File: src/design/atc_pkg.sv
// ----------------------------------------------------------------------------
// atc_pkg
// Shared widths, constants, types and the arctangent table for the
// accelerometer tilt conditioner.
// ----------------------------------------------------------------------------
package atc_pkg;

    localparam int RAW_W    = 10;   // converter sample and calibration width
    localparam int LIM_W    = 15;   // alarm limit width
    localparam int CFG_W    = 15;   // configuration write data width
    localparam int CFG_IDX_W = 3;   // configuration register index width
    localparam int SUM_W    = 16;   // window sum width
    localparam int G_W      = 16;   // milli-g result width
    localparam int PEAK_W   = 15;   // peak magnitude width
    localparam int FILT_W   = 20;   // filtered milli-g, 4 fraction bits
    localparam int ROLL_W   = 16;
    localparam int PITCH_W  = 15;
    localparam int MAG_W    = 32;   // sum of three squared milli-g values
    localparam int YZ_W     = 40;   // fy^2 + fz^2

    // milli-g mapping
    localparam int NUM_W      = 22;         // (avg - low) * 2000, signed
    localparam int QW         = 24;         // signed quotient minus offset
    localparam int MG_SCALE   = 2000;
    localparam int MG_OFFSET  = 1000;
    localparam int MG_SAT     = 32767;

    // shared divider
    localparam int DIV_W      = 21;         // dividend and quotient width
    localparam int DIVR_W     = 10;         // divisor width
    localparam int DIV_BITS   = 3;          // quotient bits per cycle
    localparam int DIV_GROUPS = DIV_W / DIV_BITS;
    localparam int DIV_CNT_W  = 3;

    // CORDIC
    localparam int CORDIC_STEPS = 20;
    localparam int CORDIC_SHIFT = 20;       // inputs scaled by 2^20
    localparam int CIN_W        = 21;       // signed input width
    localparam int CXW          = 44;       // internal x/y width
    localparam int CZW          = 24;       // angle accumulator width
    localparam int CSTEP_W      = 5;
    localparam int ANG_W        = 16;       // rounded angle width
    localparam int QUARTER_TURN = 9000 * 256;
    localparam int ROUND_HALF   = 128;
    localparam int ROLL_LIM     = 18000;
    localparam int PITCH_LIM    = 9000;

    // integer square root
    localparam int SQ_TOP_BIT = 38;         // highest even bit below YZ_W

    // job queue
    localparam int QUEUE_DEPTH = 2;

    // configuration register indexes
    localparam logic [CFG_IDX_W-1:0] CFG_X_LOW  = 3'd0;
    localparam logic [CFG_IDX_W-1:0] CFG_X_HIGH = 3'd1;
    localparam logic [CFG_IDX_W-1:0] CFG_Y_LOW  = 3'd2;
    localparam logic [CFG_IDX_W-1:0] CFG_Y_HIGH = 3'd3;
    localparam logic [CFG_IDX_W-1:0] CFG_Z_LOW  = 3'd4;
    localparam logic [CFG_IDX_W-1:0] CFG_Z_HIGH = 3'd5;
    localparam logic [CFG_IDX_W-1:0] CFG_ALARM  = 3'd6;

    // calibration reset values
    localparam logic [RAW_W-1:0] RST_X_LOW  = 10'd265;
    localparam logic [RAW_W-1:0] RST_X_HIGH = 10'd398;
    localparam logic [RAW_W-1:0] RST_Y_LOW  = 10'd259;
    localparam logic [RAW_W-1:0] RST_Y_HIGH = 10'd393;
    localparam logic [RAW_W-1:0] RST_Z_LOW  = 10'd281;
    localparam logic [RAW_W-1:0] RST_Z_HIGH = 10'd413;
    localparam logic [LIM_W-1:0] RST_ALARM  = 15'd1000;

    // one finished window, handed from front to back
    typedef struct packed {
        logic [SUM_W-1:0] sum_x;
        logic [SUM_W-1:0] sum_y;
        logic [SUM_W-1:0] sum_z;
        logic             clr;
    } job_t;

    typedef enum logic [3:0] {
        BK_IDLE,
        BK_AVG_START,
        BK_MG_START,
        BK_MG_WAIT,
        BK_AXIS,
        BK_SQ1,
        BK_SQ2,
        BK_ROLL_START,
        BK_ROLL_WAIT,
        BK_PITCH_START,
        BK_PITCH_WAIT,
        BK_DONE
    } back_state_t;

    // atan(2^-i) in 1/256 hundredth-degree units
    function automatic logic signed [CZW-1:0] cordic_atan(input logic [CSTEP_W-1:0] i);
        logic signed [CZW-1:0] v;
        case (i)
            5'd0:    v = 24'sd1152000;
            5'd1:    v = 24'sd680065;
            5'd2:    v = 24'sd359328;
            5'd3:    v = 24'sd182400;
            5'd4:    v = 24'sd91554;
            5'd5:    v = 24'sd45822;
            5'd6:    v = 24'sd22916;
            5'd7:    v = 24'sd11459;
            5'd8:    v = 24'sd5730;
            5'd9:    v = 24'sd2865;
            5'd10:   v = 24'sd1432;
            5'd11:   v = 24'sd716;
            5'd12:   v = 24'sd358;
            5'd13:   v = 24'sd179;
            5'd14:   v = 24'sd90;
            5'd15:   v = 24'sd45;
            5'd16:   v = 24'sd22;
            5'd17:   v = 24'sd11;
            5'd18:   v = 24'sd6;
            5'd19:   v = 24'sd3;
            default: v = 24'sd0;
        endcase
        return v;
    endfunction

endpackage

File: src/design/atc_front.sv
// ----------------------------------------------------------------------------
// atc_front
// Sample accumulator: sums each axis over a window and pushes one job per
// window into the queue.
// ----------------------------------------------------------------------------
module atc_front #(
    parameter int SAMPLES_PER_RESULT = 10
) (
    input  logic                        aclk,
    input  logic                        aresetn,
    input  logic                        s_valid,
    output logic                        s_ready,
    input  logic [atc_pkg::RAW_W-1:0]   s_raw_x,
    input  logic [atc_pkg::RAW_W-1:0]   s_raw_y,
    input  logic [atc_pkg::RAW_W-1:0]   s_raw_z,
    input  logic                        s_clear_peaks,
    input  logic                        q_full,
    output logic                        q_push,
    output atc_pkg::job_t               q_job
);

    localparam int CNT_W = $clog2(SAMPLES_PER_RESULT + 1);
    localparam logic [CNT_W-1:0] LAST = CNT_W'(SAMPLES_PER_RESULT - 1);

    logic [CNT_W-1:0]               cnt_reg, cnt_next;
    logic [atc_pkg::SUM_W-1:0]      sx_reg, sy_reg, sz_reg;
    logic [atc_pkg::SUM_W-1:0]      sx_next, sy_next, sz_next;
    logic                           clr_reg, clr_next;
    logic                           accept;
    logic [atc_pkg::SUM_W-1:0]      ax, ay, az;
    logic                           aclr;

    assign s_ready = !q_full;
    assign accept  = s_valid && s_ready;

    assign ax   = sx_reg + atc_pkg::SUM_W'(s_raw_x);
    assign ay   = sy_reg + atc_pkg::SUM_W'(s_raw_y);
    assign az   = sz_reg + atc_pkg::SUM_W'(s_raw_z);
    assign aclr = clr_reg || s_clear_peaks;

    assign q_push      = accept && (cnt_reg == LAST);
    assign q_job.sum_x = ax;
    assign q_job.sum_y = ay;
    assign q_job.sum_z = az;
    assign q_job.clr   = aclr;

    always_comb begin
        cnt_next = cnt_reg;
        sx_next  = sx_reg;
        sy_next  = sy_reg;
        sz_next  = sz_reg;
        clr_next = clr_reg;
        if (accept) begin
            if (cnt_reg == LAST) begin
                // window closes: hand it off and start over
                cnt_next = '0;
                sx_next  = '0;
                sy_next  = '0;
                sz_next  = '0;
                clr_next = 1'b0;
            end else begin
                cnt_next = cnt_reg + 1'b1;
                sx_next  = ax;
                sy_next  = ay;
                sz_next  = az;
                clr_next = aclr;
            end
        end
    end

    always_ff @(posedge aclk) begin
        if (!aresetn) begin
            cnt_reg <= '0;
            sx_reg  <= '0;
            sy_reg  <= '0;
            sz_reg  <= '0;
            clr_reg <= 1'b0;
        end else begin
            cnt_reg <= cnt_next;
            sx_reg  <= sx_next;
            sy_reg  <= sy_next;
            sz_reg  <= sz_next;
            clr_reg <= clr_next;
        end
    end

endmodule

File: config.mk
export PLATFORM = sky130hd
export DESIGN_NAME = atc_front
export DESIGN_NICKNAME = d
export VERILOG_FILES = /design/src/design/atc_pkg.sv /design/src/design/atc_front.sv
export SDC_FILE = /design/constraint.sdc
export NUM_CORES = 1
export LEC_CHECK = 0
export BUFFER_PORTS_ARGS = -buffer_cell sky130_fd_sc_hd__buf_4
export CAP_MARGIN = 20
export CORE_AREA = 2 2 81 102
export DETAILED_ROUTE_END_ITERATION = 10
export DIE_AREA = 0 0 83 104
export PLACE_DENSITY = 0.76
export SYNTH_ARGS = -nofsm -noshare
export SYNTH_HDL_FRONTEND = slang
export SYNTH_SLANG_ARGS = --single-unit
File: constraint.sdc
create_clock -name aclk -period 5.1 [get_ports aclk]
set_clock_uncertainty 0.2 [all_clocks]
set_input_delay 0.255 -clock aclk [delete_from_list [all_inputs] [get_ports aclk]]
set_output_delay 0.255 -clock aclk [all_outputs]
set_load 0.1 [all_outputs]
==> results of run 1 <==
-- routing by layer --
| layer | share of wire, % | GRT usage (%) |
|---|---|---|
| met2 | 51 | 34.3 |
| met5 | 0 | 0 |
| met4 | 1.4 | 6.44 |
| met3 | 4.4 | 4.05 |
| met1 | 44 | 22.8 |
-- stage by stage --
step | utilization [%] | cell area [sq um] | setup slack, ns | power [W]
after detailed placement | 57.2 | 4400 | 1.84 | 0.00113
after CTS | 58.5 | 4510 | 1.74 | 0.00140
after floorplan | - | 3710 | 1.18 | 0.000996
after global placement | 57.2 | 4400 | 1.90 | 0.00112
final | 58.5 | 4510 | 1.72 | 0.00139
after global routing | 58.5 | 4510 | 1.49 | 0.00145
-- critical path, stage by stage, from the launching register on --
cell	delay, ns
dfxtp_1	0.33
ha_1	0.21
fa_1	0.43
a211oi_1	0.25
nor2_1	0.11
o211a_1	0.26
o31ai_2	0.42
nor2_1	0.12
xor2_1	0.18
buf_4	0.32
-- kinds of logic (layout without fill, tap and decap cells) --
kind of cell	after synthesis	count (layout)
AO/OA/AOI/OAI	153	153
AND/OR/NAND/NOR	122	122
flip-flops	53	53
XOR/XNOR	36	36
adder cells (fa/ha/maj)	33	33
buffers and inverters	25	102
-- placed cells by master, fill, tap and decap left out, drive strengths merged, types with 13 or more instances in the layout --
cell type,count
a21o,17
buf,85
nor2b,25
a22o,13
a21oi,29
ha,30
nand2,37
o21ai,19
dfxtp,53
xnor2,23
nor2,23
xor2,13
a22oi,17
-- power groups by stage --
stage | Sequential [W] | Combinational [W] | Clock, W
after floorplan | 0.000453 | 0.000543 | 0
after global placement | 0.000457 | 0.000663 | 0
after detailed placement | 0.000457 | 0.000670 | 0
after CTS | 0.000447 | 0.000672 | 0.000283
after global routing | 0.000450 | 0.000705 | 0.000299
final | 0.000447 | 0.000671 | 0.000276
-- area by class of cell --
| type | count | area (sq um) | share of cell area [%] |
|---|---|---|---|
| inverter | 10 | 37.5 | 0.833 |
| clock buffer | 5 | 68.8 | 1.53 |
| clock inverter | 2 | 35.0 | 0.777 |
| multi-input combinational | 344 | 2550 | 56.5 |
| tap | 95 | 119 | 2.64 |
| sequential | 53 | 1060 | 23.5 |
| timing repair buffer | 85 | 638 | 14.2 |
-- path summary, 6_finish.rpt --
check	start	cells after the start	end
max	sx_reg[0]$_SDFFE_PN0P_	9	q_job[47]
min	s_clear_peaks	3	clr_reg$_SDFFE_PN0P_
max reg2reg	cnt_reg[2]$_SDFFE_PN0P_	6	sx_reg[13]$_SDFFE_PN0P_
min reg2reg	sy_reg[15]$_SDFFE_PN0P_	1	sy_reg[15]$_SDFFE_PN0P_
==> reports/qor.txt, run 1 <==
Setup CP Type = reg -> out
Synth Area in XOR/XNOR = 8.49%
Crit start category = register
WL/cell = 14.1 um
Leak pwr = 2.05 nW
Final setup viols = 0
Syn Area/Cell = 8.80 sq um
Status = complete, no violations
Critical-path maximum fanout = 5
Initial antenna violation count = 0
Post-Synth Simple-Gate Area = 16.6%
Antenna viol nets, final = 0
Boundary Pins = 86
Largest family of logic cells by synthesized area = compound AO/OA/AOI/OAI gates
Cts hold-fix bufs = 0
Pin count of the biggest net entering global routing = 31
NumNets Final = 567
Multiplexer area fraction after synthesis = 0%
DR iter-0 viols = 195
PD cells = 309 nW/um^2
Prevailing post-synth register cell = dfxtp_1
Area contributors post-synth = dfxtp_1, ha_1, xnor2_1
Final hold slack = 0.0650 ns
Final hold vios = 0
Setup Fix Bufs, Post-CTS = 0
Sequential fraction of the synthesis area = 28.6%
Routability cong. = 0.849
Die area = 8630 sq um
Maximum buffer depth of the clock tree = 2
# port buffers = 85
Flop2flop setup slack = 2.39 ns
Final Critical Period = 3.38 ns
Clock root cell = clkbuf_8
Slew Limit Fails = 0
Clock network power share = 19.8%
Post-synth EDFFs = 0
First-pass GRT wire length = 14200 um
Async S/R FF share, synth = 0%
Net Sw Frac = 46.4%
Seq pwr share = 32.1%
Clock-pin slew on the worst setup and hold paths = 0.09 ns
Antenna cells = 0
Worst EP required = 4.64 ns
Placed cells = 587
Post-CTS resize count = 0
Max_cap viols = 0
Combinational share of power = 48.1%
Post-Synthesis Cells = 422
TritonCTS clock tree = done
Std cell rows = 36
HP Class = in -> reg
Layout cells sized above 1 = 22.2%
First-pass DRT Iterations = 4
Final worst-path cycle share = 66.2%
Starting Density = 48.2%
Mapped Area = 3710 sq um
DR vias = 3341
Critical Path AT = 2.92 ns
Crit end category = primary output
DIE WIDTH = 83 um
Remaining DRCs = 0
Core box area = 7700 sq um
Synth Area in Adders = 11.7%
Largest area contributor in the netlist = dfxtp_1
RSZ-0062 raised after global routing = false
Final HPWL DP = 6410 um
Post-synthesis sequential element count = 53
Setup TNS = 0 ns
H-tree depth = 2
Final wirelength = 8390 um
Syn_nets = 490
Slew headroom = 33.4%
Ys Warns = 0
F_max = 296 MHz
Most numerous cell in the Yosys netlist = dfxtp_1
Worst IR Drop VDD = 211 uV
Commonest cells post-synth = dfxtp_1, nand2_1, ha_1
Post-Layout Cell Count = 594
Vias in the first global route = 3241
Post-synthesis cell type count = 58
Clock sinks = 53
NetSw = 0.000647 W
Gr usage total = 19.3%
Clk_lat worst skew = 0.31 ns
Area Growth Syn to Fin = 21.4%
Congestion Overflow GR = 0
CTS buffer count = 5
Die H = 104 um
Compound-Gate Fraction of Synth Area = 31.8%
Worst-Margin Slew = 1.00 ns
Fillers = 685
Vias/cell = 5.62
Int Pwr = 0.000748 W
Synth top area share = 28.6%
Power figures use the tool's default switching activity.
==> run 2: changes to the inputs <==
Settings changed: ABC_AREA set to 1, CORE_AREA 2 2 81 102 to 2 2 87 109, DIE_AREA 0 0 83 104 to 0 0 89 111, PLACE_DENSITY 0.76 to 0.75.
Clock period 5.1 ns to 3.4 ns, I/O delays scaled along.
==> run 2 against run 1 <==
- non-clock buffer count increased by 6
- area after synthesis is 16% higher
- synthesized cell count grew 62%
- worst hold slack better by 0.022 ns
- first-iteration DRC count is 1.0% higher
- critical path depth up 2
- sequential power is 49% higher
- register-to-register slack got worse by 1.1 ns
- global-route usage is 2.4 points higher
- die area rose by 14%
- routed wire length rose by 26%
==> reports/qor.txt, run 2 <==
Post-synthesis cell type count = 26 (was 58)
Fillers = 909 (was 685)
RR Endpoint = sx_reg[14]$_SDFFE_PN0P_ (was sx_reg[13]$_SDFFE_PN0P_)
Dpl ws = 1.04 ns (was 1.84 ns)
Die area = 9880 sq um (was 8630 sq um)
Antenna cells = 0 (unchanged)
Clock root cell = clkbuf_16 (was clkbuf_8)
F_max = 372 MHz
Remaining DRCs = 0 (unchanged)
Hold_sp = s_raw_z[0] (was s_clear_peaks)
Post-Synthesis Cells = 682 (was 422)
Worst Hold Depth = 4 (was 3)
DR vias = 4391 (was 3341)
Post-synthesis sequential element count = 53 (unchanged)
PD cells = 434 nW/um^2 (was 309 nW/um^2)
Slew Limit Fails = 0 (unchanged)
Congestion Overflow GR = 0 (unchanged)
DR iter-0 viols = 197 (was 195)
Syn Area/Cell = 6.33 sq um (was 8.80 sq um)
Async S/R FF share, synth = 0% (unchanged)
Seq. cell area = 1060 sq um (unchanged)
HP Class = in -> reg (unchanged)
Commonest cells post-synth = nand2_1, inv_1, a21oi_1 (was dfxtp_1, nand2_1, ha_1)
Worst EP required = 3.03 ns (was 4.64 ns)
Clk_lat worst skew = 0.30 ns (was 0.31 ns)
Mapped Area = 4320 sq um (was 3710 sq um)
Post-Layout Cell Count = 888 (was 594)
Slew headroom = 55.7% (was 33.4%)
Pin count of the biggest net entering global routing = 51 (was 31)
Int Pwr = 0.00121 W (was 0.000748 W)
Crit end category = primary output (unchanged)
Final HPWL DP = 8100 um (was 6410 um)
NumNets Final = 832 (was 567)
Worst r2r src = sx_reg[0]$_SDFFE_PN0P_ (was cnt_reg[2]$_SDFFE_PN0P_)
First-pass DRT Iterations = 4 (unchanged)
Area Growth Syn to Fin = 21.6% (was 21.4%)
Placed cells = 878 (was 587)
First-pass GRT wire length = 17400 um (was 14200 um)
Final Critical Period = 2.69 ns
Worst setup margin = 0.714 ns (was 1.72 ns)
RSZ-0062 raised after global routing = false (unchanged)
Most common cell after layout, fill and taps aside = nand2_1 (was buf_4)
Combinational share of power = 46.2% (was 48.1%)
Prevailing post-synth register cell = dfxtp_1 (unchanged)
Routability cong. = 0.930 (was 0.849)
Post-synth EDFFs = 0 (unchanged)
Maximum buffer depth of the clock tree = 2 (unchanged)
Worst R2R Path Depth = 11 (was 6)
# port buffers = 85 (unchanged)
Boundary Pins = 86 (unchanged)
Gr usage total = 21.7% (was 19.3%)
TritonCTS clock tree = done (unchanged)
Net Sw Frac = 46.9% (was 46.4%)
Critical-path maximum fanout = 3 (was 5)
Area of the multi-input gates = 2830 sq um (was 2550 sq um)
Layout cells sized above 1 = 18.2% (was 22.2%)
Vias/cell = 4.94 (was 5.62)
Core box area = 8980 sq um (was 7700 sq um)
Most frequent cells in the layout = nand2_1, inv_1, buf_4, a21oi_1, dfxtp_1 (was buf_4, dfxtp_1, nand2_1, ha_1, a21oi_1)
Most numerous cell in the Yosys netlist = nand2_1 (was dfxtp_1)
Final worst-path cycle share = 79.0%
Final hold vios = 0 (unchanged)
Area contributors post-synth = dfxtp_1, nand2_1, ha_1 (was dfxtp_1, ha_1, xnor2_1)
Vias in the first global route = 4142 (was 3241)
Clock network power share = 24.6% (was 19.8%)
Synth top area share = 24.6% (was 28.6%)
Sequential fraction of the synthesis area = 24.6% (was 28.6%)
Post-Route Utilization = 58.5% (about the same)
Post-route cell area = 5250 sq um (was 4510 sq um)
Crit start category = register (unchanged)
Syn_nets = 750 (was 490)
Status = complete, no violations (unchanged)
Setup TNS = 0 ns (unchanged)
Critical Path AT = 2.32 ns (was 2.92 ns)
Initial antenna violation count = 0 (unchanged)
Die H = 111 um (was 104 um)
Std cell rows = 39 (was 36)
Worst IR Drop VDD = 249 uV (was 211 uV)
Area post-placement = 5070 sq um (was 4400 sq um)
CTS buffer count = 5 (unchanged)
Ys Warns = 0 (unchanged)
H-tree depth = 2 (unchanged)
Antenna viol nets, final = 0 (unchanged)
NetSw = 0.00107 W (was 0.000647 W)
Clock sinks = 53 (unchanged)
Seq pwr share = 29.2% (was 32.1%)
Starting Density = 48.1% (was 48.2%)
Setup Fix Bufs, Post-CTS = 0 (unchanged)
Leak pwr = 2.73 nW (was 2.05 nW)
Setup CP Type = reg -> out (unchanged)
Flop2flop setup slack = 1.33 ns (was 2.39 ns)
Worst-Margin Slew = 0.663 ns (was 1.00 ns)
Hold EP = sz_reg[0]$_SDFFE_PN0P_ (was clr_reg$_SDFFE_PN0P_)
Max_cap viols = 0 (unchanged)
DIE WIDTH = 89 um (was 83 um)
Final wirelength = 10600 um (was 8390 um)
Final setup viols = 0 (unchanged)
Clock-pin slew on the worst setup and hold paths = 0.07 ns (was 0.09 ns)
Largest area contributor in the netlist = dfxtp_1 (unchanged)
WL/cell = 11.9 um (was 14.1 um)
==> run 2: worst max-delay path: stages, from the launching register on <==
cell,delay [ns]
dfxtp_1,0.31
ha_1,0.21
fa_1,0.42
nand2_2,0.13
nand2_1,0.06
nand3b_1,0.09
nand2_1,0.14
nand2_1,0.12
nand2_1,0.06
nand2_1,0.08
and2_1,0.12
buf_4,0.28
==> run 2: kinds of logic (layout without fill, tap and decap cells) <==
group	after synthesis	in the layout	share of synthesized area, %
AND/OR/NAND/NOR	390	390	39.6
buffers and inverters	111	194	10.1
AO/OA/AOI/OAI	73	73	9.50
flip-flops	53	53	24.6
adder cells (fa/ha/maj)	33	33	10.1
XOR/XNOR	22	22	6.20
==> run 2: power by group through the flow <==
stage               Clock [W]  Combinational [W]  Sequential [W]
detailed placement          0            0.00105        0.000679
CTS                  0.000572            0.00106        0.000665
finish               0.000560            0.00105        0.000665
floorplan                   0           0.000850        0.000675
global route         0.000594            0.00111        0.000668
global placement            0            0.00104        0.000678
==> run 2: final cells by class <==
cell class                 instances  share of cell area [%]
clock inverter                     1                  0.0953
clock buffer                       7                    2.91
sequential                        53                    20.2
multi-input combinational        518                    54.0
tap                              123                    2.93
inverter                          95                    6.79
timing repair buffer              91                    13.1
==> run 2: layer usage <==
layer | vias up | part of all wire (%) | track usage, %
met5 | - | 0 | 0
met4 | 0 | 1.6 | 6.97
met3 | 14 | 3.5 | 3.05
met2 | 72 | 51 | 38.6
met1 | 2016 | 44 | 26.2
li1 | 2289 | - | -
==> run 2: worst max path at each step <==
stage / slack, ns / from / end / cells past startpoint
2_1_floorplan: 0.18 / sy_reg[0]$_SDFFE_PN0P_ / sy_reg[6]$_SDFFE_PN0P_ / 9
3_3_place_gp: 1.08 / s_raw_x[0] / q_job[47] / 12
3_5_place_dp: 1.04 / s_raw_x[0] / q_job[47] / 12
4_1_cts: 0.71 / sx_reg[0]$_SDFFE_PN0P_ / q_job[47] / 11
5_1_grt: 0.58 / sx_reg[0]$_SDFFE_PN0P_ / q_job[43] / 11
6_report: 0.71 / sx_reg[0]$_SDFFE_PN0P_ / q_job[47] / 11
==> run 2: metrics by stage <==
step	power, W	hold slack (ns)
floorplan	0.00152	0.106
global placement	0.00172	0.230
detailed placement	0.00173	0.240
CTS	0.00229	0.0813
global route	0.00237	0.106
finish	0.00228	0.0870
==> run 2: what timing repair did <==
item	CTS	global route
hold buffers	2	0
gates resized for setup	0	0
hold endpoints to repair	2	0
