### src/design/atc_pkg.sv
// ----------------------------------------------------------------------------
// atc_pkg
// Shared widths, constants, types and the arctangent table for the
// accelerometer tilt conditioner.
// ----------------------------------------------------------------------------
package atc_pkg;

    localparam int RAW_W    = 10;   // converter sample and calibration width
    localparam int LIM_W    = 15;   // alarm limit width
    localparam int CFG_W    = 15;   // configuration write data width
    localparam int CFG_IDX_W = 3;   // configuration register index width
    localparam int SUM_W    = 16;   // window sum width
    localparam int G_W      = 16;   // milli-g result width
    localparam int PEAK_W   = 15;   // peak magnitude width
    localparam int FILT_W   = 20;   // filtered milli-g, 4 fraction bits
    localparam int ROLL_W   = 16;
    localparam int PITCH_W  = 15;
    localparam int MAG_W    = 32;   // sum of three squared milli-g values
    localparam int YZ_W     = 40;   // fy^2 + fz^2

    // milli-g mapping
    localparam int NUM_W      = 22;         // (avg - low) * 2000, signed
    localparam int QW         = 24;         // signed quotient minus offset
    localparam int MG_SCALE   = 2000;
    localparam int MG_OFFSET  = 1000;
    localparam int MG_SAT     = 32767;

    // shared divider
    localparam int DIV_W      = 21;         // dividend and quotient width
    localparam int DIVR_W     = 10;         // divisor width
    localparam int DIV_BITS   = 3;          // quotient bits per cycle
    localparam int DIV_GROUPS = DIV_W / DIV_BITS;
    localparam int DIV_CNT_W  = 3;

    // CORDIC
    localparam int CORDIC_STEPS = 20;
    localparam int CORDIC_SHIFT = 20;       // inputs scaled by 2^20
    localparam int CIN_W        = 21;       // signed input width
    localparam int CXW          = 44;       // internal x/y width
    localparam int CZW          = 24;       // angle accumulator width
    localparam int CSTEP_W      = 5;
    localparam int ANG_W        = 16;       // rounded angle width
    localparam int QUARTER_TURN = 9000 * 256;
    localparam int ROUND_HALF   = 128;
    localparam int ROLL_LIM     = 18000;
    localparam int PITCH_LIM    = 9000;

    // integer square root
    localparam int SQ_TOP_BIT = 38;         // highest even bit below YZ_W

    // job queue
    localparam int QUEUE_DEPTH = 2;

    // configuration register indexes
    localparam logic [CFG_IDX_W-1:0] CFG_X_LOW  = 3'd0;
    localparam logic [CFG_IDX_W-1:0] CFG_X_HIGH = 3'd1;
    localparam logic [CFG_IDX_W-1:0] CFG_Y_LOW  = 3'd2;
    localparam logic [CFG_IDX_W-1:0] CFG_Y_HIGH = 3'd3;
    localparam logic [CFG_IDX_W-1:0] CFG_Z_LOW  = 3'd4;
    localparam logic [CFG_IDX_W-1:0] CFG_Z_HIGH = 3'd5;
    localparam logic [CFG_IDX_W-1:0] CFG_ALARM  = 3'd6;

    // calibration reset values
    localparam logic [RAW_W-1:0] RST_X_LOW  = 10'd265;
    localparam logic [RAW_W-1:0] RST_X_HIGH = 10'd398;
    localparam logic [RAW_W-1:0] RST_Y_LOW  = 10'd259;
    localparam logic [RAW_W-1:0] RST_Y_HIGH = 10'd393;
    localparam logic [RAW_W-1:0] RST_Z_LOW  = 10'd281;
    localparam logic [RAW_W-1:0] RST_Z_HIGH = 10'd413;
    localparam logic [LIM_W-1:0] RST_ALARM  = 15'd1000;

    // one finished window, handed from front to back
    typedef struct packed {
        logic [SUM_W-1:0] sum_x;
        logic [SUM_W-1:0] sum_y;
        logic [SUM_W-1:0] sum_z;
        logic             clr;
    } job_t;

    typedef enum logic [3:0] {
        BK_IDLE,
        BK_AVG_START,
        BK_MG_START,
        BK_MG_WAIT,
        BK_AXIS,
        BK_SQ1,
        BK_SQ2,
        BK_ROLL_START,
        BK_ROLL_WAIT,
        BK_PITCH_START,
        BK_PITCH_WAIT,
        BK_DONE
    } back_state_t;

    // atan(2^-i) in 1/256 hundredth-degree units
    function automatic logic signed [CZW-1:0] cordic_atan(input logic [CSTEP_W-1:0] i);
        logic signed [CZW-1:0] v;
        case (i)
            5'd0:    v = 24'sd1152000;
            5'd1:    v = 24'sd680065;
            5'd2:    v = 24'sd359328;
            5'd3:    v = 24'sd182400;
            5'd4:    v = 24'sd91554;
            5'd5:    v = 24'sd45822;
            5'd6:    v = 24'sd22916;
            5'd7:    v = 24'sd11459;
            5'd8:    v = 24'sd5730;
            5'd9:    v = 24'sd2865;
            5'd10:   v = 24'sd1432;
            5'd11:   v = 24'sd716;
            5'd12:   v = 24'sd358;
            5'd13:   v = 24'sd179;
            5'd14:   v = 24'sd90;
            5'd15:   v = 24'sd45;
            5'd16:   v = 24'sd22;
            5'd17:   v = 24'sd11;
            5'd18:   v = 24'sd6;
            5'd19:   v = 24'sd3;
            default: v = 24'sd0;
        endcase
        return v;
    endfunction

endpackage

### src/design/atc_fifo.sv
// ----------------------------------------------------------------------------
// atc_fifo
// Short job queue between the accumulator and the back end.
// ----------------------------------------------------------------------------
module atc_fifo (
    input  logic            aclk,
    input  logic            aresetn,
    input  logic            push,
    input  atc_pkg::job_t   wr_job,
    output logic            full,
    input  logic            pop,
    output atc_pkg::job_t   rd_job,
    output logic            rd_valid
);

    localparam int PTR_W = $clog2(atc_pkg::QUEUE_DEPTH);
    localparam int CNT_W = $clog2(atc_pkg::QUEUE_DEPTH + 1);

    atc_pkg::job_t      mem [atc_pkg::QUEUE_DEPTH];
    logic [PTR_W-1:0]   wr_ptr_reg, rd_ptr_reg;
    logic [CNT_W-1:0]   cnt_reg;
    logic               do_push, do_pop;

    assign full     = (cnt_reg == CNT_W'(atc_pkg::QUEUE_DEPTH));
    assign rd_valid = (cnt_reg != '0);
    assign rd_job   = mem[rd_ptr_reg];
    assign do_push  = push && !full;
    assign do_pop   = pop && rd_valid;

    always_ff @(posedge aclk) begin
        if (do_push) begin
            mem[wr_ptr_reg] <= wr_job;
        end
    end

    always_ff @(posedge aclk) begin
        if (!aresetn) begin
            wr_ptr_reg <= '0;
            rd_ptr_reg <= '0;
            cnt_reg    <= '0;
        end else begin
            if (do_push) begin
                wr_ptr_reg <= (wr_ptr_reg == PTR_W'(atc_pkg::QUEUE_DEPTH - 1)) ?
                              '0 : wr_ptr_reg + 1'b1;
            end
            if (do_pop) begin
                rd_ptr_reg <= (rd_ptr_reg == PTR_W'(atc_pkg::QUEUE_DEPTH - 1)) ?
                              '0 : rd_ptr_reg + 1'b1;
            end
            if (do_push && !do_pop) begin
                cnt_reg <= cnt_reg + 1'b1;
            end else if (do_pop && !do_push) begin
                cnt_reg <= cnt_reg - 1'b1;
            end
        end
    end

endmodule

### config.mk
export PLATFORM = sky130hd
export DESIGN_NAME = atc_fifo
export DESIGN_NICKNAME = d
export VERILOG_FILES = /design/src/design/atc_pkg.sv /design/src/design/atc_fifo.sv
export SDC_FILE = /design/constraint.sdc
export NUM_CORES = 1
export LEC_CHECK = 0
export ABC_AREA = 1
export ABC_CLOCK_PERIOD_IN_PS = 3800
export BUFFER_PORTS_ARGS = -buffer_cell sky130_fd_sc_hd__clkbuf_2
export CORE_MARGIN = 1.5
export CORE_UTILIZATION = 35
export DETAILED_ROUTE_END_ITERATION = 7
export GPL_TIMING_DRIVEN = 1
export MAX_ROUTING_LAYER = met4
export REMOVE_ABC_BUFFERS = 1
export SYNTH_ARGS = -nofsm -noshare
export SYNTH_HDL_FRONTEND = slang
export SYNTH_SLANG_ARGS = --single-unit
### constraint.sdc
create_clock -name aclk -period 3.8 [get_ports aclk]
set_input_delay 0 -clock aclk [delete_from_list [all_inputs] [get_ports aclk]]
set_output_delay 0 -clock aclk [all_outputs]
set_load 0.02 [all_outputs]
==> results of run 1 <==
-- final timing paths --
check	from	end	slack [ns]
max	flip-flop	rd_job[48]	1.58
min	pop	flip-flop	0.08
max reg2reg	cnt_reg[1]$_SDFFE_PN0P_	mem[1][17]$_DFFE_PP_	1.70
min reg2reg	rd_ptr_reg$_SDFFE_PN0P_	flip-flop	0.51
-- cells by family after synthesis --
kind of cell	count (synthesis)
flip-flops	103
AND/OR/NAND/NOR	18
adder cells (fa/ha/maj)	1
buffers and inverters	13
multiplexers	49
AO/OA/AOI/OAI	5
-- metal layers --
metal | vias to the layer above | GRT usage | share of wire
li1 | 1044 | - | -
met5 | - | - | 0
met4 | 0 | 0.04229 | 0.014
met1 | 1052 | 0.1599 | 0.47
met3 | 10 | 0.03450 | 0.050
met2 | 63 | 0.1988 | 0.47
-- cells in the final DEF (no fill, tap or decap) --
master	Yosys	final
inv_8	0	1
nand3_1	1	1
clkinv_4	0	1
nor2_1	9	7
diode_2	0	1
clkbuf_2	0	103
o21ai_0	2	2
mux2_2	39	39
clkinvlp_4	0	2
mux2_4	10	10
inv_1	8	8
inv_6	0	1
nor2_4	0	2
nand4_1	1	1
nand2_1	7	7
o21a_1	1	1
clkinv_2	0	1
dfxtp_2	0	1
dfxtp_1	5	4
dlygate4sd3_1	0	50
o21ai_1	1	1
edfxtp_1	98	98
a21oi_1	1	1
bufinv_16	0	1
buf_4	3	3
clkbuf_8	0	9
ha_1	1	1
-- power by group through the flow --
stage          clock [mW]  combinational, mW  sequential [mW]
2_1_floorplan           0              0.551             1.54
3_3_place_gp            0              0.826             1.54
3_5_place_dp            0              0.833             1.55
4_1_cts             0.698              0.876             1.52
5_1_grt             0.738              0.925             1.54
6_report            0.676              0.859             1.51
-- through the flow --
stage	total power, mW	hold WS (ns)	std cells
finish	3.050	0.07554	493
global route	3.200	0.09009	493
CTS	3.094	0.06124	492
detailed placement	2.380	0.1942	426
global placement	2.368	0.1915	426
floorplan	2.093	0.09887	184
-- timing repair --
action,in CTS,in global routing
endpoints found under the hold margin,103,0
resized for setup,0,0
buffers inserted,0,0
hold buffers,50,0
-- cell type report --
class	instances	area (um^2)
diodes	1	2.502
clock buffers	9	123.9
clock inverters	7	78.83
fillers	927	5259
inverters	8	30.03
multi-input cells	73	715.7
flip-flops and latches	103	3044
well taps	136	170.2
repair buffers	156	1039
-- worst reg2reg max path, cell delays in order, from the launching register on --
cell,delay [ns]
dfxtp_1,0.34
inv_1,0.10
o21ai_1,0.17
nor2_4,0.74
buf_4,0.44
==> key figures, run 1 <==
Cells and area
  – Max FFs per register: 98
  – Fin area: 5204 um^2
  – Post-layout net count: 405
  – Fin util: 0.4974
  – Layout area overhead: 36.14%
  – Share of cells above drive strength 1: 0.4888

Detailed routing
  – Final WL: 6926 um
  – Vias/cell: 4.400
  – Drt first pass iters: 4
  – Drc violations: 0
  – ANT nets after route: 0
  – Initial DRC count: 82
  – DR vias: 2169
  – WL per Instance: 14.05 um

Placement
  – Post-place setup slack: 1.632 ns
  – IO buf count: 103
  – Placed cell area: 4498 um^2
  – DPL Wire Length: 4551 um
  – Gpl congestion: 0.7277

Floorplanning
  – Site Rows: 37
  – Die Wd: 107.5 um
  – Die H: 107.5 um
  – IO Pins: 104
  – Initial Util: 0.3653
  – Core Region: 10460 um^2
  – Die area: 11560 um^2

Hold path
  – Worst Hold Depth: 4
  – Worst Hold Class: primary input to flip-flop

Setup path
  – Slowest Stage Delay on Critical Path: 0.90 ns
  – CP cell instances: buf_4, mux2_2, clkbuf_2
  – CP Class: flip-flop to primary output
  – R2R cell count: 4
  – Crit end category: primary output
  – Startpoint types: flip-flop
  – Crit. path cell count: 3
  – WP buf/inv: 2
  – Critical Path AT: 2.22 ns
  – Worst EP required: 3.80 ns
  – Crit path max-delay family: flip-flops
  – Worst path slowest cell: dfxtp_2
  – Worst Path Max Fanout: 34

Global route
  – Pin count of the biggest net entering global routing: 35
  – First-pass GRT wire length: 10430 um
  – Vias in the first global route: 2108
  – Initial antenna violation count: 1
  – GRT overflow: 0
  – GR Util All Layers: 0.1266

Pwr
  – Sw frac: 0.3089
  – P_int: 2.108 mW
  – Power Dens Cells: 586.1 nW/um^2
  – Leakage power: 2.009 nW
  – Clock share of power: 0.222
  – Logic pwr share: 0.282
  – Net Sw Power: 0.9422 mW
  – Worst vdd ir: 0.0003294 V
  – Reg power frac: 0.497

Logic synthesis
  – Main synth FF type: edfxtp_1
  – Fraction of registers with async set/reset: 0
  – Syn. warnings: 0
  – Yosys cell types: 17
  – Most frequent cells after synthesis: 98 x edfxtp_1, 39 x mux2_2, 10 x mux2_4
  – Post-synth EDFFs: 98
  – Synth Cell Area: 3822 um^2
  – Top cell type's share of synthesized area: 0.7699
  – Register area share after synthesis: 0.7961
  – Post-synthesis compound-gate area fraction: 0.007201
  – Cell taking the most area after synthesis: edfxtp_1
  – Yosys reg bits: 103
  – XOR/XNOR share of the synthesized area: 0
  – Simple-gate share of the synthesized area: 0.01866
  – Avg Cell Area, Syn: 20.22 um^2
  – Most frequent cell after synthesis: edfxtp_1
  – Mux share of post-synthesis cell area: 0.1542
  – Adder-Cell Fraction of Synth Area: 0.003273
  – Cells after Synth: 189
  – Largest family of logic cells by synthesized area: multiplexers
  – Top cells by area, synth: edfxtp_1 77%, mux2_2 11%, mux2_4 3.9%, dfxtp_1 2.6%, nor2_1 0.88%

STA
  – Worst slew pin tran: 0.8980 ns
  – Setup TNS: 0 ns
  – Slew Viols, Final: 0
  – Post-layout min period: 2.222 ns
  – Final hold violations: 0
  – Final setup fails: 0
  – Fmax achieved: 450.1 MHz
  – Period utilization: 0.5846
  – RSZ-0062 raised after global routing: no
  – Final worst slack: 1.578 ns
  – Worst Skew: 0.008225 ns
  – Relative slew slack: 0.3999

Outcome
  – Status: finished, final reports clean

Clocking
  – Clk Latency, worst-skew pair: 0.35 ns
  – Clock Tree Root: clkbuf_8
  – CTS tree: built
  – Deepest clock path buffer count: 2
  – Clock buffer count from CTS: 9
  – H-tree levels: 3
  – Worst-path clk slew: 0.09 ns
  – Clk sinks: 103

Run
  – Max capacitance violation total: 0
Note: power is estimated with default switching activity, not from simulation.
==> inputs of run 2 (changes only) <==
ABC_CLOCK_PERIOD_IN_PS = 2200   (was 3800)
clock period = 2.2 ns   (was 3.8 ns; I/O delays follow)
==> run 2 against run 1 <==
Net effect: setup slack worse by 1.1 ns; register-to-register slack got worse by 1.3 ns; die area unchanged; total power rose by 72%; worst hold slack worse by 0.036 ns; flip-flop and latch count unchanged; non-clock buffer count increased by 4; first-iteration DRC count up 16%; via count about the same; clock skew decreased by 0.0013 ns; cell count rose by 0.61%; critical path depth increased by 6.
==> key figures, run 2 (same netlist as run 1, synthesis figures left out) <==
Cells and area
  – Max FFs per register: 98
  – Most common cell after layout, fill and taps aside: clkbuf_2
  – Post-layout net count: 409
  – Most frequent cells in the layout: 103 x clkbuf_2, 98 x edfxtp_1, 50 x dlygate4sd3_1
  – Final std cells w/o fill: 496
  – Layout area overhead: 36.89%
  – Share of cells above drive strength 1: 0.4833
  – Antenna diodes: 0
  – Fin util: 0.5001

Setup path
  – Cell mode on critical path: inv_1
  – Worst path slowest cell: o21ai_1
  – Critical Path AT: 2.07 ns
  – Slowest Stage Delay on Critical Path: 0.42 ns
  – Worst EP required: 2.51 ns
  – Crit end category: flip-flop
  – Flop-to-flop setup slack: 0.45 ns
  – CP cell instances: inv_1, o21ai_1, inv_1, ha_1, inv_1, nand3_1, nand2_1, inv_1, nor2_1
  – FF-to-FF End: cnt_reg[1]$_SDFFE_PN0P_
  – CP Class: flip-flop to flip-flop
  – FF-to-FF Start: cnt_reg[1]$_SDFFE_PN0P_
  – Startpoint types: flip-flop
  – Worst Path Max Fanout: 4
  – R2R cell count: 9

Placement
  – Placed cell count: 430
  – DPL Wire Length: 4454 um
  – IO buf count: 103
  – Gpl congestion: 0.7028

Global route
  – Initial antenna violation count: 0
  – GRT overflow: 0
  – GR Util All Layers: 0.1299
  – Pin count of the biggest net entering global routing: 29
  – First-pass GRT wire length: 10650 um
  – Vias in the first global route: 2219

STA
  – Worst Skew: 0.006888 ns
  – Fmax achieved: 570.3 MHz
  – Setup TNS: 0 ns
  – Post-layout min period: 1.753 ns
  – Worst slew pin tran: 0.5089 ns
  – Period utilization: 0.7970
  – RSZ-0062 raised after global routing: no
  – Relative slew slack: 0.6584
  – Final setup fails: 0
  – Slew Viols, Final: 0
  – Final hold violations: 0

Outcome
  – Status: finished, final reports clean

Hold path
  – Worst Hold Class: primary input to flip-flop
  – Hold path start: pop
  – Worst Hold End: rd_ptr_reg$_SDFFE_PN0P_
  – Worst Hold Depth: 4

Clocking
  – Clk sinks: 103
  – CTS tree: built
  – Clock buffer count from CTS: 9
  – H-tree levels: 3
  – Clock Tree Root: clkbuf_8
  – Deepest clock path buffer count: 2
  – Worst-path clk slew: 0.09 ns
  – Post-CTS setup buffers: 0
  – Clk Latency, worst-skew pair: 0.37 ns

Detailed routing
  – DR vias: 2167
  – ANT nets after route: 0
  – Initial DRC count: 95
  – Final WL: 6925 um
  – Vias/cell: 4.369
  – WL per Instance: 13.96 um
  – Drt first pass iters: 3
  – Drc violations: 0

Floorplanning
  – IO Pins: 104
  – Initial Util: 0.3653
  – Die area: 11560 um^2
  – Site Rows: 37
  – Die H: 107.5 um
  – Core Region: 10460 um^2
  – Die Wd: 107.5 um

Pwr
  – Total power: 5.243 mW
  – Leakage power: 2.032 nW
  – Worst vdd ir: 0.0003858 V
  – Power Dens Cells: 1002 nW/um^2

Run
  – Max capacitance violation total: 0
run 2: cell types whose count changed in the layout (fill, tap and decap cells not counted), sizes merged:
cell and delta:
inv -2, buf +4, diode -1, clkinvlp -2, clkinv +3, clkbuf +1
run 2: repair_timing:
| item | in CTS | in global routing |
|---|---|---|
| resized for setup | 0 | 0 |
| hold buffers | 50 | 0 |
| endpoints found under the hold margin | 103 | 0 |
run 2: metrics by stage:
stage	instance area (um^2)	worst slack, ns	hold WS (ns)
floorplan	3774	-0.8194	0.09887
CTS	5233	0.4508	0.03041
global route	5233	0.2895	0.05890
global placement	4553	0.5941	0.1914
finish	5233	0.4466	0.03974
detailed placement	4553	0.4772	0.1930
run 2: report_power, final:
part | leakage [nW] | total, mW | internal [mW] | switching [mW]
clock network | 0.0925 | 1.11 | 0.511 | 0.595
logic | 0.984 | 1.59 | 0.662 | 0.929
registers | 0.956 | 2.54 | 2.47 | 0.0711
total | 2.03 | 5.24 | 3.65 | 1.60
run 2: area by class of cell:
cell class / count / area (um^2)
Clock buffer: 10 / 127.6
Fill cell: 926 / 5230
Tap cell: 136 / 170.2
Clock inverter: 6 / 51.30
Inverter: 8 / 30.03
Sequential cell: 103 / 3044
Timing Repair Buffer: 160 / 1094
Multi-Input combinational cell: 73 / 715.7
run 2: how the worst max path moves through the flow:
stage / start / endpoint / slack (ns) / cells past startpoint
floorplan: cnt_reg[1]$_SDFFE_PN0P_ / mem[0][0]$_DFFE_PP_ / -0.82 / 3
detailed placement: cnt_reg[1]$_SDFFE_PN0P_ / cnt_reg[1]$_SDFFE_PN0P_ / 0.48 / 9
global route: cnt_reg[1]$_SDFFE_PN0P_ / cnt_reg[1]$_SDFFE_PN0P_ / 0.29 / 9
global placement: cnt_reg[1]$_SDFFE_PN0P_ / cnt_reg[1]$_SDFFE_PN0P_ / 0.59 / 9
CTS: cnt_reg[1]$_SDFFE_PN0P_ / cnt_reg[1]$_SDFFE_PN0P_ / 0.45 / 9
finish: cnt_reg[1]$_SDFFE_PN0P_ / cnt_reg[1]$_SDFFE_PN0P_ / 0.45 / 9
run 2: metal layers:
metal	up-vias	wire [um]	global-route usage
li1	1052	-	-
met1	1035	2870	0.1419
met2	67	3540	0.2143
met3	13	391	0.03935
met4	0	122	0.06767
met5	-	0	-
run 2: worst max-delay path: cells and delay by family (launching register included):
family	cells	cell delay, ns
and+or+nand+nor	3	0.26
AOI/OAI and AO/OA	1	0.42
DFF	1	0.36
buffers and inverters	4	0.34
adders and majority gates	1	0.33
==> inputs of run 3 (changes only) <==
ABC_CLOCK_PERIOD_IN_PS = 1450   (was 2200)
clock period = 1.45 ns   (was 2.2 ns; I/O delays follow)
==> run 3 against run 2 <==
Net effect: the run now ends with negative setup slack left; clock skew about the same; core utilization increased by 1.5 points; critical path depth is 6 lower; via count increased by 1.5%; flip-flop and latch count is the same; combinational power up 68%; cell count is 0.20% higher; worst hold slack lost 0.017 ns; critical endpoint is now rd_job[38]; largest power group unchanged.
==> key figures, run 3 (same netlist as run 1, synthesis figures left out) <==
Detailed routing
  – Vias/cell: 4.427
  – WL met3: 430 um
  – WL per Instance: 14.27 um
  – Met2 WL post-DR: 3457 um
  – Drt first pass iters: 4
  – DR top layer: met4
  – DR vias: 2200
  – WL met1: 3110 um
  – Initial DRC count: 70
  – Final WL: 7090 um
  – Drc violations: 0
  – ANT nets after route: 0

Floorplanning
  – Die Wd: 107.5 um
  – Initial Util: 0.3653
  – Site Rows: 37
  – IO Pins: 104
  – Die area: 11560 um^2
  – Core Region: 10460 um^2
  – Die H: 107.5 um

STA
  – Relative slew slack: 0.8590
  – Worst Skew: 0.006417 ns
  – RSZ-0062 raised after global routing: yes
  – Fmax achieved: 680.2 MHz
  – Final setup fails: 22
  – Worst slew pin tran: 0.2109 ns
  – Setup TNS: -0.1638 ns
  – Post-layout min period: 1.470 ns
  – Slew Viols, Final: 0
  – Final worst slack: -0.02018 ns
  – Final hold violations: 0
  – Period utilization: 1.014
  – Fin Hold WS: 0.02266 ns

Hold path
  – Worst Hold Class: primary input to flip-flop
  – Hold path start: push

Clocking
  – Clk sinks: 103
  – Post-CTS setup buffers: 0
  – Worst-path clk slew: 0.09 ns
  – H-tree levels: 3
  – Clock Tree Root: clkbuf_8
  – Clock buffer count from CTS: 9
  – Deepest clock path buffer count: 2
  – CTS tree: built
  – Clk Latency, worst-skew pair: 0.35 ns

Setup path
  – R2R cell count: 5
  – Crit end category: primary output
  – Critical Path AT: 1.47 ns
  – Flop-to-flop setup slack: 0.09 ns
  – Worst EP required: 1.45 ns
  – CP Capture Point: rd_job[38]
  – CP Class: flip-flop to primary output
  – FF-to-FF End: mem[0][32]$_DFFE_PP_
  – Startpoint types: flip-flop
  – FF-to-FF Start: cnt_reg[1]$_SDFFE_PN0P_
  – Worst Path Max Fanout: 15

Pwr
  – Clock share of power: 0.200
  – Leakage power: 2.082 nW
  – Reg power frac: 0.475
  – Power Dens Cells: 1522 nW/um^2
  – Worst vdd ir: 0.0006253 V
  – Logic pwr share: 0.326
  – P_int: 5.751 mW
  – Sw frac: 0.2994
  – Net Sw Power: 2.458 mW

Cells and area
  – Most frequent cells in the layout: 98 x edfxtp_1, 82 x clkbuf_2, 50 x dlygate4sd3_1
  – Layout area overhead: 41.11%
  – Fill count: 894
  – Post-layout net count: 412
  – Share of cells above drive strength 1: 0.5028
  – Max FFs per register: 98
  – Most common cell after layout, fill and taps aside: edfxtp_1

Global route
  – GR Util All Layers: 0.1315
  – Vias in the first global route: 2156
  – Initial antenna violation count: 1
  – Pin count of the biggest net entering global routing: 20
  – GRT overflow: 0
  – First-pass GRT wire length: 10740 um

Placement
  – DPL Wire Length: 4609 um
  – Gpl congestion: 0.6781
  – IO buf count: 103

Run
  – Max capacitance violation total: 0

Outcome
  – Failing checks: negative setup slack
  – Status: finished, violations left
[run 3: worst min path at each step]
stage	slack, ns	cells past startpoint	endpoint
detailed placement	0.19	1	mem[1][23]$_DFFE_PP_
floorplan	0.1	0	mem[0][0]$_DFFE_PP_
global route	0.05	5	wr_ptr_reg$_SDFFE_PN0N_
CTS	0.009	5	wr_ptr_reg$_SDFFE_PN0N_
global placement	0.19	1	mem[1][23]$_DFFE_PP_
finish	0.02	5	wr_ptr_reg$_SDFFE_PN0N_
[run 3: power by group through the flow]
| stage | combinational, mW | sequential, mW | clock (mW) |
|---|---|---|---|
| 6_report | 2.67 | 3.90 | 1.64 |
| 5_1_grt | 2.86 | 3.94 | 1.84 |
| 4_1_cts | 2.66 | 3.90 | 1.71 |
| 3_5_place_dp | 2.47 | 3.94 | 0 |
| 3_3_place_gp | 2.45 | 3.91 | 0 |
| 2_1_floorplan | 1.44 | 4.04 | 0 |
[run 3: final cells by class]
cell class,count,area [um^2],area share
Inverter,8,30.03,0.005567
Sequential cell,103,3049,0.5653
Antenna cell,1,2.502,0.0004639
Tap cell,136,170.2,0.03155
Clock inverter,4,50.05,0.009279
Multi-Input combinational cell,73,730.7,0.1355
Timing Repair Buffer,163,1237,0.2294
Clock buffer,9,123.9,0.02296
[run 3: worst max-delay path, cell delays in order (launching register included)]
cell and delay, ns:
dfxtp_4 0.42, buf_12 0.18, mux2_2 0.36, buf_4 0.16
[run 3: timing repair]
action,in CTS,in global routing
cloned,1,0
hold buffers,50,0
hold endpoints to repair,103,0
resized for setup,5,36
pin swaps,0,0
endpoints found under the setup margin,44,103
[run 3: routing by layer]
| layer | vias to the layer above | global-route usage |
|---|---|---|
| met5 | - | - |
| met4 | 0 | 0.05075 |
| met3 | 7 | 0.04600 |
| met2 | 66 | 0.2111 |
| met1 | 1070 | 0.1523 |
| li1 | 1057 | - |
[run 3: through the flow]
stage	cell area (um^2)	power [mW]	cells	utilization	worst slack [ns]
2_1_floorplan	3774	5.485	184	-	-1.569
3_3_place_gp	4631	6.361	432	0.4426	0.1176
3_5_place_dp	4631	6.412	432	0.4426	0.05763
4_1_cts	5348	8.262	496	0.5111	-0.06228
5_1_grt	5394	8.639	497	0.5155	-0.08608
6_report	5394	8.209	497	0.5155	-0.02018
